===== config.mk =====
export PLATFORM = sky130hd
export DESIGN_NAME = tsmp_front
export DESIGN_NICKNAME = d
export VERILOG_FILES = /design/src/sv/tsmp_pkg.sv /design/src/sv/tsmp_front.sv
export SDC_FILE = /design/constraint.sdc
export NUM_CORES = 1
export LEC_CHECK = 0
export ABC_AREA = 1
export BUFFER_PORTS_ARGS = -buffer_cell sky130_fd_sc_hd__buf_2
export CAP_MARGIN = 10
export CORE_MARGIN = 2
export CORE_UTILIZATION = 57
export CTS_CLUSTER_DIAMETER = 40
export DETAILED_ROUTE_END_ITERATION = 10
export PLACE_DENSITY = 0.78
export SLEW_MARGIN = 20
export SYNTH_ARGS = -nofsm -noshare
export SYNTH_HDL_FRONTEND = slang
export SYNTH_SLANG_ARGS = --single-unit

===== constraint.sdc =====
create_clock -name aclk -period 9.34 [get_ports aclk]
set_clock_uncertainty 0.15 [all_clocks]
set_input_delay 0.934 -clock aclk [delete_from_list [all_inputs] [get_ports aclk]]
set_output_delay 0.934 -clock aclk [all_outputs]
set_load 0.05 [all_outputs]

===== src/sv/tsmp_pkg.sv =====
// Shared types, codes and constants of the 2D texture sampler.
// Used by every module of the block but tsmp_ram; depends on nothing.
package tsmp_pkg;

    localparam int DEF_MAX_WIDTH  = 256;
    localparam int DEF_MAX_HEIGHT = 256;
    localparam int DEF_FRAC_BITS  = 16;

    localparam int ADDR_W     = 16;
    localparam int STORE_DEPTH = 1 << ADDR_W;
    localparam int CH_W       = 16;
    localparam int TEXEL_W    = 3 * CH_W;
    localparam int DIM_W      = 9;
    localparam int CFG_IDX_W  = 3;
    localparam int CFG_DATA_W = 64;
    localparam int QUEUE_DEPTH = 4;

    typedef enum logic [0:0] {
        OP_LOAD   = 1'b0,
        OP_SAMPLE = 1'b1
    } opcode_t;

    typedef enum logic [CFG_IDX_W-1:0] {
        REG_SAMPLE_MODE  = 3'd0,
        REG_IMAGE_WIDTH  = 3'd1,
        REG_IMAGE_HEIGHT = 3'd2,
        REG_COEF_ROW_U   = 3'd3,
        REG_COEF_ROW_V   = 3'd4,
        REG_OFFSET_UV    = 3'd5,
        REG_BORDER_COLOR = 3'd6
    } cfg_reg_t;

    localparam logic [1:0] WRAP_REPEAT = 2'd0;
    localparam logic [1:0] WRAP_EDGE   = 2'd1;
    localparam logic [1:0] WRAP_BORDER = 2'd2;

    // Decoded configuration, sizes already clamped to the supported range.
    typedef struct packed {
        logic [1:0]         wrap;
        logic               linear;
        logic [1:0]         chans;
        logic [DIM_W-1:0]   width;
        logic [DIM_W-1:0]   height;
        logic signed [31:0] m00;
        logic signed [31:0] m01;
        logic signed [31:0] m10;
        logic signed [31:0] m11;
        logic signed [31:0] tu;
        logic signed [31:0] tv;
        logic [TEXEL_W-1:0] border;
    } cfg_t;

    // One input beat after decoding.
    typedef struct packed {
        opcode_t            op;
        logic [ADDR_W-1:0]  index;
        logic [TEXEL_W-1:0] rgb;
        logic signed [31:0] u;
        logic signed [31:0] v;
    } item_t;

    // Texel request handed from the coordinate pipeline to the fetch stage.
    typedef struct packed {
        opcode_t            op;
        logic [ADDR_W-1:0]  index;
        logic [TEXEL_W-1:0] rgb;
        logic               border;
        logic [DIM_W-1:0]   x0;
        logic [DIM_W-1:0]   x1;
        logic [DIM_W-1:0]   y0;
        logic [DIM_W-1:0]   y1;
    } req_t;

    // Saturate a wide signed sum to the signed 32-bit range.
    function automatic logic signed [31:0] sat32(input logic signed [65:0] x);
        logic signed [31:0] r;
        if (x > 66'sd2147483647) begin
            r = 32'sh7FFFFFFF;
        end else if (x < -66'sd2147483648) begin
            r = 32'sh80000000;
        end else begin
            r = x[31:0];
        end
        return r;
    endfunction

endpackage


===== src/sv/tsmp_front.sv =====
// Front end: accepts input beats, decodes them and queues them for the back end.
// Depends on tsmp_pkg.
module tsmp_front import tsmp_pkg::*; (
    input  logic         aclk,
    input  logic         aresetn,
    input  logic         s_tvalid,
    output logic         s_tready,
    input  logic [127:0] s_tdata,
    input  logic [0:0]   s_tuser,
    input  logic         pop,
    output logic         out_valid,
    output item_t        out_item
);

    localparam int PTR_W = $clog2(QUEUE_DEPTH);

    item_t              queue_reg [QUEUE_DEPTH];
    logic [PTR_W-1:0]   wr_ptr_reg, wr_ptr_next;
    logic [PTR_W-1:0]   rd_ptr_reg, rd_ptr_next;
    logic [PTR_W:0]     count_reg, count_next;
    logic               push, do_pop;
    item_t              in_item;

    // Unpack the beat into its fields.
    always_comb begin
        in_item.op    = opcode_t'(s_tuser[0]);
        in_item.index = s_tdata[15:0];
        in_item.rgb   = s_tdata[63:16];
        in_item.u     = $signed(s_tdata[95:64]);
        in_item.v     = $signed(s_tdata[127:96]);
    end

    assign s_tready  = (count_reg != (PTR_W+1)'(QUEUE_DEPTH));
    assign out_valid = (count_reg != '0);
    assign out_item  = queue_reg[rd_ptr_reg];
    assign push      = s_tvalid && s_tready;
    assign do_pop    = pop && out_valid;

    // Queue pointers and fill count.
    always_comb begin
        wr_ptr_next = push ? wr_ptr_reg + 1'b1 : wr_ptr_reg;
        rd_ptr_next = do_pop ? rd_ptr_reg + 1'b1 : rd_ptr_reg;
        count_next  = count_reg + (PTR_W+1)'(push) - (PTR_W+1)'(do_pop);
    end

    always_ff @(posedge aclk) begin
        if (!aresetn) begin
            wr_ptr_reg <= '0;
            rd_ptr_reg <= '0;
            count_reg  <= '0;
        end else begin
            wr_ptr_reg <= wr_ptr_next;
            rd_ptr_reg <= rd_ptr_next;
            count_reg  <= count_next;
        end
    end

    always_ff @(posedge aclk) begin
        if (push) begin
            queue_reg[wr_ptr_reg] <= in_item;
        end
    end

endmodule


After elaboration in Yosys (flattened, before gate mapping)
Memories as Yosys holds them, arrays and structs flattened. A register that Yosys moved wholly into a read port is not among the register bits.
Cells that the tools add are included.
Cells by class
  $add $sub $neg: 4
  eq/ne operators: 1
  mux-type cells: 4
  reduce and logical (&&, ||, !) cells: 3
Operator list (number)
  $add 2x1->2 const B: 2
  $mux 2: 2
  $add 3x1->3: 1
  $ne 3x3->1 const B: 1
  $reduce_bool 3->1: 1
  $sub 3x1->3: 1
  $logic_and 1x1->1: 2
  $mux 1: 2
Storage, ports and cells
  flip-flop bits (word level): 7
  bits in writable memories: 516
  input bits: 133
  output and inout bits: 131
  word-level logic and storage cells: 16
  memories: 1
Memory list
  queue_reg: words 4, bits a word 129, read ports 1, clocked after Yosys merged registers in 1, write ports 1, line tsmp_front.sv:17  | item_t queue_reg [QUEUE_DEPTH];

Depth between registers and ports, before layout
Gate-level depths: netlist (run 1).
  depth after elaboration: 4
  gate-level depth with buffers: 10
  mapped depth without buffers: 10

Worst setup path before layout (run 1)
OpenSTA, ideal clock, no wires.
  path kind: register -> register
  start: reg count_reg[1]
  end: mem queue_reg[0][0] in the netlist's numbering (enable)
  library setup time: 619 ps
  data arrival time: 6505 ps
  required time: 8571 ps
  path slack: 2065 ps
  stages on the path, launching flop included: 5
  path buffers: 0
  period minus slack after synthesis: 7275 ps
  path through: dfxtp_1 > nor2_1 > nand2_1 > nand2_1 > nor2_1
On the way
  cells in the longest elaborated chain, start to end: 4
Ends and longest elaborated chain
  start, declared: line tsmp_front.sv:20  | logic [PTR_W:0] count_reg, count_next;
  start signal, assigned: line tsmp_front.sv:54  | count_reg <= count_next;
  $ne 3x3->1: line tsmp_front.sv:33  | assign s_tready = (count_reg != (PTR_W+1)'(QUEUE_DEPTH));
  via s_tready: line tsmp_front.sv:7  | output logic s_tready,
  $logic_and 1x1->1: line tsmp_front.sv:36  | assign push = s_tvalid && s_tready;
  $mux 1: line tsmp_front.sv:59  | if (push) begin
  $mux 1 (not written as such): line tsmp_front.sv:60  | queue_reg[wr_ptr_reg] <= in_item;
  end, declared: line tsmp_front.sv:17
The timed path passes the listed nets, and every way through them passes these cells.

==> run metrics, run 1 <==
Post-Syn Area 19600 sq um; TritonCTS Sinks 525; cell accounting for the most synthesized area edfxtp_1; Final Hold Vio Count 0; Critical Path End Type output pin; antenna violations before repair 9; worst hold path type flip-flop to flip-flop; Sequential Area 15700 sq um; final worst path period need 4.59 ns; Detailed Route WL 41400 um; io pins 264; root buffer cell clkbuf_16; synthesized flop and latch total 525; port bufs 263; Yosys Warn Count 0; maximum VDD drop 0.208 mV; slew margin rel. 29.2%; synthesized net count 1452; Power per Cell Area 318 nW/um^2; Multi-input gate area 3340 sq um; global-route wire length before repair 63200 um; Area Overhead vs Synth 17.3%; gpl congestion 0.756; Max Freq 218 MHz; final core occ 68.3%; max-cap violation count 0; Routed Antenna Nets 0; core area 33700 sq um; hold_buf cts 0; Post-Synthesis Cells 1312; drt first pass iters 7; total global routing overflow 0; vias per cell 5.79; Die Span Y 190 um; floorplan row count 67; WP data arrival 3.51 ns; First DRT Iteration DRCs 887; fin crit share 49.2%; pin count of the biggest net entering global routing 166; Final nets 1703; Seq pwr share 40.5%; Fillers 2252; GRT Resource Usage Total 22.7%; Setup CP Type flip-flop to output pin; chip width 190 um; average cell area after synthesis 15.0 sq um; synth top area cells edfxtp_1 79%, nor2_1 5.2%, o21ai_0 4.2%; vias in the first global route 11792; Post-CTS Setup Bufs 0; Max Fanout on Critical Path 165; die area 35900 sq um; setup_tns 0 ns; routed len/inst 20.1 um; clk buf depth 3; Clock Latency Late Sink 0.58 ns; Sw Pwr 2.67 mW; Critical Path RT 8.26 ns; leakage 8.04 nW; CP Launch Type flip-flop; Post-synth EDFFs 516; CTS H-Tree Depth 2; Seq/Total Area, Yosys 79.9%; Final Max Slew Viols 0; hpwl dp 21900 um; RSZ-0062 raised after global routing false; Initial Util 58.2%; post-CTS sizing 0; area fraction of the dominant cell type after synthesis 79.0%; combinational share of power 28.8%; Sw Share 36.5%; clk slew on worst S/H paths 0.06 ns; status finished clean; Synth async-reset ratio 0%; Clk pwr share 30.7%; Slew @ Worst Pin 1.06 ns; Int Pwr 4.64 mW; DRC viols 0; TritonCTS Buffers 57; Most used DFF post-synth edfxtp_1; R2R cell count 6; Synth cell types 19; layout cell share with drive strength beyond 1 23.3%; vias 11953; CTS tree done; final setup fails 0; number of flip-flops in the largest register 516; hold path depth 2
[power by group through the flow]
stage / logic (mW) / registers (mW) / clock network, mW
4_1_cts: 2.12 / 2.97 / 2.27
6_report: 2.11 / 2.97 / 2.24
5_1_grt: 2.23 / 2.99 / 2.37
2_1_floorplan: 1.66 / 3.01 / 0
3_3_place_gp: 2.07 / 3.00 / 0
3_5_place_dp: 2.10 / 3.01 / 0
[worst max-delay path, stage by stage, from the launching register on]
cell and delay (ns):
dfxtp_4 0.55, inv_8 0.65, buf_4 0.86, o21ai_0 0.26
o22ai_1 0.20, buf_2 0.30
[per-stage QoR]
stage	power, mW	worst slack, ns	instances	hold WS, ns	area (sq um)
5_1_grt	7.59	4.44	2059	0.371	23000
6_report	7.31	4.75	2065	0.368	23000
4_1_cts	7.36	4.65	2057	0.360	23000
3_3_place_gp	5.08	5.36	1952	0.313	21100
2_1_floorplan	4.67	2.07	1312	0.298	19600
3_5_place_dp	5.12	5.29	1952	0.347	21100
[synth_stat cells (all sizes together) (2+ instances only)]
library cell,instances
edfxtp,516
nor2,270
o21ai,259
o22ai,129
buf,45
clkbuf,39
inv,16
nand2,13
dfxtp,9
ha,6
a21oi,4
nand3,3
a21boi,2
[area by class of cell]
type / instances / area share (%)
inverter: 16 / 0.305
multi-input combinational: 687 / 14.5
sequential: 525 / 68.2
antenna: 8 / 0.0870
timing repair buffer: 276 / 6.15
clock inverter: 38 / 1.78
tap: 448 / 2.44
clock buffer: 67 / 6.55
[cell families after synthesis]
family          Yosys count  share of synthesized area (%)
buf+inv                 100                           3.21
compound gates          394                           10.9
fa+ha+maj                 7                          0.485
simple gates            286                           5.49
flops                   525                           79.9
[metal layers]
layer	up-vias	share of wire, %	GRT usage, %
li1	5491	-	-
met1	5917	39	28.8
met2	465	49	38.0
met3	72	9.8	7.17
met4	8	2.1	6.59
met5	-	0.14	0
[path summary, 6_finish.rpt]
kind	startpoint	end	slack, ns
max	flip-flop	out_item[23]	4.75
max reg2reg	count_reg[1]	queue_reg[3][57]	5.90
min	rd_ptr_reg[0]	rd_ptr_reg[0]	0.37
min reg2reg	rd_ptr_reg[0]	rd_ptr_reg[0]	0.37
[placed cells by master (no fill, tap or decap), drive strengths merged]
master | synthesis | routed
a21boi | 2 | 2
buf | 45 | 276
clkbuf | 39 | 67
nor2 | 270 | 270
o22ai | 129 | 129
clkinvlp | 0 | 7
nand2 | 13 | 13
bufinv | 0 | 7
nand3 | 3 | 3
inv | 16 | 21
a21oi | 4 | 4
fa | 1 | 1
dfxtp | 9 | 9
diode | 0 | 8
o21ai | 259 | 259
ha | 6 | 6
edfxtp | 516 | 516
clkinv | 0 | 19
Note: power is estimated with default switching activity, not from simulation.
==> run 2: changes to the inputs <==
Settings changed: ABC_AREA 1 to 0.
Clock period 9.34 ns to 4.8 ns, I/O delays scaled along.
==> run metrics, run 2 <==
pin count of the biggest net entering global routing 89 (was 166); commonest cells after routing, fill and taps aside 516 x edfxtp_1, 263 x buf_2, 129 x mux4_2, 129 x dlygate4sd3_1, 61 x clkbuf_16 (was 516 x edfxtp_1, 266 x nor2_1, 263 x buf_2); drt first pass iters 5 (was 7); most common cell after layout, fill and taps aside edfxtp_1 (unchanged); synth top area cells edfxtp_1 81%, mux4_2 15%, dfxtp_1 0.94% (was edfxtp_1 79%, nor2_1 5.2%, o21ai_0 4.2%); vias in the first global route 9743 (was 11792); slowest stage delay, CP 0.83 ns (was 0.86 ns); worst-path cell chain buf_12 -> mux4_2 -> buf_2 (was inv_8 -> buf_4 -> o21ai_0 -> o22ai_1 -> buf_2); hpwl dp 20200 um (was 21900 um); chip width 187 um (was 190 um); GRT Resource Usage Total 21.4% (was 22.7%); average cell area after synthesis 26.5 sq um (was 15.0 sq um); Max Freq 300 MHz; Fillers 1861 (was 2252); final worst path period need 3.33 ns; Max Fanout on Critical Path 49 (was 165); synthesized net count 861 (was 1452); Power per Cell Area 589 nW/um^2 (was 318 nW/um^2); clk buf depth 3 (unchanged); global-route wire length before repair 56400 um (was 63200 um); max-cap violation count 0 (unchanged); Setup CP Type flip-flop to output pin (unchanged); Detailed Route WL 36900 um (was 41400 um); CTS tree done (unchanged); leakage 8.23 nW (was 8.04 nW); Synth async-reset ratio 0% (unchanged); area fraction of the dominant cell type after synthesis 81.2% (was 79.0%); gpl congestion 0.734 (was 0.756); Synth Area in Simple Gates 0.478% (was 5.49%); largest family of logic cells by synthesized area multiplexers (was compound AO/OA/AOI/OAI gates); fin worst setup slack 1.47 ns (was 4.75 ns); Initial Util 57.4% (was 58.2%); Slew @ Worst Pin 0.742 ns (was 1.06 ns); vias per cell 5.55 (was 5.79); Seq pwr share 40.2% (was 40.5%); hold path depth 2 (unchanged); post-synthesis mux area share 15.3% (was 0%); clk slew on worst S/H paths 0.06 ns (about the same); vias 9161 (was 11953); layout cell share with drive strength beyond 1 41.5% (was 23.3%); DRC viols 0 (unchanged); Critical Path End Type output pin (unchanged); Sw Share 33.2% (was 36.5%); total global routing overflow 0 (unchanged); combinational share of power 28.4% (was 28.8%); Final Hold Vio Count 0 (unchanged); count leader, synth edfxtp_1 (unchanged); setup_tns 0 ns (unchanged); Synth cell types 20 (was 19); Inst Count DP 1414 (was 1952); WP data arrival 2.70 ns (was 3.51 ns); Sw Pwr 4.74 mW (was 2.67 mW); Sequential Area 15700 sq um (unchanged); status finished clean (unchanged); floorplan row count 67 (unchanged); Post-synth EDFFs 516 (unchanged); die area 35000 sq um (was 35900 sq um); slew margin rel. 50.6% (was 29.2%); Die Span Y 187 um (was 190 um); First DRT Iteration DRCs 585 (was 887); final setup fails 0 (unchanged); root buffer cell clkbuf_16 (unchanged); Multi-input gate area 3180 sq um (was 3340 sq um); io pins 264 (unchanged); pre-CTS WS 1.90 ns (was 5.29 ns); synthesized flop and latch total 525 (unchanged); fin area 24200 sq um (was 23000 sq um); number of flip-flops in the largest register 516 (unchanged); Most used DFF post-synth edfxtp_1 (unchanged); CTS H-Tree Depth 2 (unchanged); core area 33300 sq um (was 33700 sq um); post-CTS sizing 0 (unchanged); TritonCTS Buffers 58 (was 57); Final Max Slew Viols 0 (unchanged); Adder-Cell Fraction of Synth Area 0.498% (was 0.485%); R2R cell count 4 (was 6); Final nets 1295 (was 1703); synth cell count leaders 516 x edfxtp_1, 129 x mux4_2, 13 x buf_6 (was 516 x edfxtp_1, 270 x nor2_1, 165 x o21ai_0); RSZ-0062 raised after global routing false (unchanged); routed len/inst 22.3 um (was 20.1 um); Int Pwr 9.53 mW (was 4.64 mW); placed standard-cell area 20900 sq um (was 21100 sq um); Post-Syn Area 19100 sq um (was 19600 sq um); Yosys Warn Count 0 (unchanged); Synth Area in XOR/XNOR 0.184% (was 0%); TritonCTS Sinks 525 (unchanged); Routed Antenna Nets 0 (unchanged); Area Overhead vs Synth 26.8% (was 17.3%); final std cells w/o fill 1652 (was 2065); worst hold path type input port to flip-flop (was flip-flop to flip-flop); antenna violations before repair 2 (was 9); Clk pwr share 31.3% (was 30.7%); CP Launch Type flip-flop (unchanged); port bufs 263 (unchanged); cell accounting for the most synthesized area edfxtp_1 (unchanged); Post-Synthesis Cells 721 (was 1312); Seq/Total Area, Yosys 82.1% (was 79.9%); Clock Latency Late Sink 0.57 ns (was 0.58 ns); fin crit share 69.5%; Post-CTS Setup Bufs 0 (unchanged); Critical Path RT 4.17 ns (was 8.26 ns); maximum VDD drop 0.599 mV (was 0.208 mV); Compound-Gate Fraction of Synth Area 0.131% (was 10.9%); slowest CP cell dfxtp_4 (was buf_4)
-- run 2: through the flow --
stage          power (mW)  hold slack (ns)  util (%)
2_1_floorplan        9.00            0.318         -
3_3_place_gp         9.79            0.335      62.9
3_5_place_dp         9.84            0.359      62.9
4_1_cts              14.4           0.0679      72.7
5_1_grt              14.7           0.0805      72.8
6_report             14.3           0.0910      72.8
-- run 2: layout make-up --
class	instances	area share [%]
clock buffers	66	6.38
flip-flops and latches	525	64.8
multi-input cells	162	13.1
well taps	448	2.31
repair buffers	403	11.5
inverters	5	0.0775
clock inverters	40	1.82
diodes	3	0.0310
-- run 2: final timing paths --
path | start | endpoint | slack, ns
max | flip-flop | out_item[35] | 1.47
min | aresetn | flip-flop | 0.09
max reg2reg | count_reg[1] | queue_reg[1][31] | 1.90
min reg2reg | wr_ptr_reg[0] | wr_ptr_reg[0] | 0.37
-- run 2: power by group through the flow --
| stage | logic [mW] | registers (mW) | clock network (mW) |
|---|---|---|---|
| after detailed placement | 4.00 | 5.84 | 0 |
| after global placement | 3.98 | 5.81 | 0 |
| after global routing | 4.24 | 5.79 | 4.71 |
| final | 4.06 | 5.74 | 4.47 |
| after floorplan | 3.22 | 5.78 | 0 |
| after CTS | 4.11 | 5.75 | 4.54 |
-- run 2: worst max-delay path: cells and delay by family, from the launching register on --
family | cells | cell delay, ns
buffers and inverters | 2 | 0.65
muxes | 1 | 0.58
DFF | 1 | 0.83
-- run 2: cell families after synthesis --
logic type,count (synthesis)
buffers and inverters,34
AO/OA/AOI/OAI,3
adder cells (fa/ha/maj),7
flip-flops,525
XOR/XNOR,4
AND/OR/NAND/NOR,17
multiplexers,131
-- run 2: timing repair --
item / 4_1_cts / 5_1_grt
setup endpoints to repair: 0 / 0
hold buffers: 129 / 0
hold endpoints to repair: 516 / 0
-- run 2: routing by layer --
metal	wire length (um)	global-route usage, %
met2	18700	35.2
met1	14300	28.2
met4	1360	8.82
met3	2550	4.71
met5	0	0
